### src/hdl/lru_page_replacement_macros.svh
// Assertion macros used by the top-level design file.
`ifndef LRU_PAGE_REPLACEMENT_MACROS_SVH
`define LRU_PAGE_REPLACEMENT_MACROS_SVH

// The consequent must hold in the same cycle as the antecedent.
`define LRUPR_ASSERT_NOW(label, ante, cons) \
  label: assert property (@(posedge clk) disable iff (rst) (ante) |-> (cons)) \
    else $error("lrupr check failed");

// The consequent must hold in the cycle after the antecedent.
`define LRUPR_ASSERT_NEXT(label, ante, cons) \
  label: assert property (@(posedge clk) disable iff (rst) (ante) |=> (cons)) \
    else $error("lrupr check failed");

`endif

### src/hdl/lrupr_pkg.sv
package lrupr_pkg;

  localparam int PROCESSES = 16;
  localparam int PAGES     = 32;
  localparam int PAGE_SIZE = 128;  // power of two

  localparam int PROC_W     = 4;
  localparam int PC_W       = 12;
  localparam int RES_W      = 32;
  localparam int OUT_PAGE_W = 5;
  localparam int STAMP_W    = 32;

  localparam int PAGE_W     = $clog2(PAGES);
  localparam int PAGE_SHIFT = $clog2(PAGE_SIZE);
  localparam int MEM_DEPTH  = PROCESSES * PAGES;
  localparam int ADDR_W     = $clog2(MEM_DEPTH);

  localparam logic [STAMP_W-1:0] NOW_MAX = '1;

  // Control from the sequencer to the victim search unit.
  typedef struct packed {
    logic               clear;
    logic [STAMP_W-1:0] start_stamp;
    logic               sample;
    logic [PAGE_W-1:0]  idx;
    logic               res;
  } lrupr_scan_t;

endpackage

### src/hdl/lrupr_victim.sv
module lrupr_victim
  import lrupr_pkg::*;
(
  input  logic               clk,
  input  logic               rst,
  input  lrupr_scan_t        ctl,
  input  logic [STAMP_W-1:0] rd_data,
  output logic               found,
  output logic [PAGE_W-1:0]  victim
);

  logic [STAMP_W-1:0] best;

  // A resident page replaces the current choice only when strictly older,
  // so the lowest index wins on equal stamps.
  always_ff @(posedge clk) begin
    if (rst) begin
      found  <= 1'b0;
      victim <= '0;
      best   <= '0;
    end else if (ctl.clear) begin
      found  <= 1'b0;
      victim <= '0;
      best   <= ctl.start_stamp;
    end else if (ctl.sample && ctl.res && (rd_data < best)) begin
      found  <= 1'b1;
      victim <= ctl.idx;
      best   <= rd_data;
    end
  end

endmodule
### config.mk
export PLATFORM = sky130hd
export DESIGN_NAME = lrupr_victim
export DESIGN_NICKNAME = d
export VERILOG_FILES = /design/src/hdl/lru_page_replacement_macros.svh /design/src/hdl/lrupr_pkg.sv /design/src/hdl/lrupr_victim.sv
export SDC_FILE = /design/constraint.sdc
export NUM_CORES = 1
export LEC_CHECK = 0
export BUFFER_PORTS_ARGS = -buffer_cell sky130_fd_sc_hd__buf_2
export CELL_PAD_IN_SITES_DETAIL_PLACEMENT = 1
export CELL_PAD_IN_SITES_GLOBAL_PLACEMENT = 1
export CORE_MARGIN = 2
export CORE_UTILIZATION = 41
export DETAILED_ROUTE_END_ITERATION = 6
export HOLD_SLACK_MARGIN = 0.15
export PLACE_DENSITY_LB_ADDON = 0.1
export SYNTH_ARGS = -nofsm -noshare
export SYNTH_HDL_FRONTEND = slang
export SYNTH_SLANG_ARGS = --single-unit
### constraint.sdc
create_clock -name clk -period 3.5 [get_ports clk]
set_input_delay 0.525 -clock clk [delete_from_list [all_inputs] [get_ports clk]]
set_output_delay 0.525 -clock clk [all_outputs]
set_load 0.01 [all_outputs]
==> impl_metrics.json <==
{
  "max-vdd-ir-drop_v": 0.000127,
  "mostFrequentLayoutCell": "buf_2",
  "syn_avg_cell_area_um2": 9.02,
  "start_util_pct": 42.4,
  "syn-cell-area_um2": 3290,
  "core_um2": 7770,
  "cts-hold-fix-buffers": 0,
  "skew_ns": 0.00937,
  "relSlewSlack_pct": 55.9,
  "setup_slack_ns": 1.11,
  "power_density_nw_per_um2": 314,
  "synthMuxAreaShare_pct": 1.52,
  "num-nets-final": 536,
  "drtAntennaViolNets": 0,
  "die_height_um": 93.6,
  "cts_max_level": 2,
  "fill_cells": 947,
  "worst_pin_slew_ns": 0.659,
  "min_period_over_period_pct": 68.2,
  "path_buf_inv": 2,
  "p_total_mw": 1.20,
  "ios": 80,
  "syn_nets": 470,
  "critPathMaxStageDelay_ns": 0.38,
  "required_ns": 3.72,
  "path_cells": "inv_1 -> ha_1 -> a211oi_2 -> a211oi_2 -> o21ai_4 -> and2_2 -> buf_12 -> o211ai_2 -> a311oi_2",
  "finalMaxSlewViolations": 0,
  "drt_iter0_markers": 101,
  "clk_latency_ns": 0.30,
  "grt_overflow": 0,
  "rows": 32,
  "maxCapViolCount": 0,
  "clockBufferDepth": 2,
  "min_path_cells": 2,
  "cts_inserted_buffers": 5,
  "crit_fanout": 22,
  "drive_gt1_share_pct": 39.7,
  "hold_viol": 0,
  "die_area_um2": 8760,
  "tns_ns": 0,
  "portBuffers": 79,
  "slowest_stage": "and2_2",
  "synth_edf_count": 0,
  "grt_pass1_wl_mm": 15.7,
  "seq_area_frac_synth_pct": 23.1,
  "grt_pass1_vias": 3159,
  "cts_root_buffer": "clkbuf_8",
  "wire_per_inst_um": 17.8,
  "grt_most_used_layer": "met2",
  "finalSetupViolations": 0,
  "synth_top_flop_cell": "dfxtp_1",
  "ys_types": 36,
  "dp_hpwl_mm": 6.52,
  "firstDrtPassIters": 4,
  "reg2reg_depth": 9,
  "cts.sinks": 38,
  "met3_usage_pct": 2.98,
  "area.growth.synth_to_final_pct": 15.7,
  "ys_warn_count": 0,
  "synth-xor-area-share_pct": 0,
  "rsz0062_at_grt": "no",
  "fmax_mhz": 419,
  "via_per_inst": 5.78,
  "use_met2_pct": 38.1,
  "grtUsageTotal_pct": 22.4,
  "cts_tree": "built",
  "setup.worst_path.end_class": "flop",
  "dp_slack_ns": 0.854,
  "critPathTopFamily": "compound AO/OA/AOI/OAI gates",
  "grt_antenna_before_repair": 0,
  "critPathMostFrequentCell": "a211oi_2",
  "syn_inst": 365,
  "yosys.area_share.simple_pct": 9.01,
  "synth_seq_cells": 38,
  "outcome": "finished clean",
  "cts_resized": 0,
  "drc_errors": 0,
  "num_vias": 3080,
  "synth_top_family_by_area": "compound AO/OA/AOI/OAI gates",
  "start_kind": "flop",
  "synth-compound-area-share_pct": 44.4,
  "totalWireLength_mm": 9.51,
  "leakagePower_nw": 1.52,
  "min_path_type": "flop to flop",
  "cp.arrival_ns": 2.60,
  "synth_async_sr_flop_share_pct": 0,
  "synthAdderAreaFrac_pct": 11.8,
  "cp.depth": 9,
  "layout_common_cells": "79 x buf_2, 42 x a21oi_1, 39 x nor2_1",
  "finalCriticalPeriod_ns": 2.39,
  "die_w_um": 93.6,
  "worstSetupPathType": "flop to flop",
  "grt_max_degree": 37,
  "place.gp.congestion": 0.810,
  "clkTransAtPathRegs_ns": 0.09,
  "met1_usage_pct": 29.8,
  "diodes": 0,
  "cts_setup_buffers": 0
}
[routing by layer]
layer | part of all wire, % | wire length [um]
met1 | 48 | 4530
met2 | 47 | 4470
met3 | 4.2 | 401
met4 | 1.2 | 110
met5 | 0 | 0
[Yosys cell counts, types with 4 or more instances]
master,instances,area (um2)
a21oi_1,42,210
nor2_1,39,146
dfxtp_1,38,761
a31oi_1,32,200
inv_1,32,120
ha_1,31,388
a311oi_2,30,450
o211ai_2,30,375
nand2_1,18,67.6
clkbuf_1,16,60.1
buf_6,9,101
nand4_1,6,37.5
buf_2,5,25.0
mux2i_1,5,50.1
o21ai_0,4,20.0
[through the flow]
step                cell area [um2]  util, %  hold WS (ns)  instances
floorplan                      3290        -         0.479        365
global placement               3730     48.0         0.440        526
detailed placement             3730     48.0         0.445        526
CTS                            3810     49.0         0.463        533
global route                   3810     49.0         0.475        533
finish                         3810     49.0         0.460        533
[power by group]
| part | leakage (nW) | total [mW] | switching [mW] | internal, mW |
|---|---|---|---|---|
| clock | 0.0383 | 0.312 | 0.174 | 0.138 |
| combinational | 1.16 | 0.407 | 0.247 | 0.160 |
| sequential | 0.315 | 0.478 | 0.0157 | 0.462 |
[cell type report]
class	instances	area (um2)	area share (%)
Multi-Input combinational cell	261	2200	57.8
Sequential cell	38	761	20.0
Timing Repair Buffer	92	518	13.6
Tap cell	102	128	3.35
Inverter	33	124	3.25
Clock buffer	7	76.3	2.00
[flip-flops by register name, summed over array words and instances (netlist names)]
signal	count
best	32
victim	5
found	1
[kinds of logic (layout without fill, tap and decap cells)]
kind of cell / count (synthesis) / in the layout
buffers and inverters: 66 / 132
AOI/OAI and AO/OA: 157 / 157
and+or+nand+nor: 68 / 68
adders and majority gates: 31 / 31
muxes: 5 / 5
DFF: 38 / 38
[tightest hold or removal path, delay by kind of cell, from the launching register on]
kind | cells | cell delay [ns]
flip-flops | 1 | 0.31
AND/OR/NAND/NOR | 1 | 0.05
multiplexers | 1 | 0.05
[worst paths after layout]
kind | from | to | slack, ns
min reg2reg | victim[0] | victim[0] | 0.46
max reg2reg | best[18] | best[26] | 1.11
max | best[18] | best[26] | 1.11
min | victim[0] | victim[0] | 0.46
Note: power is estimated with default switching activity, not from simulation.
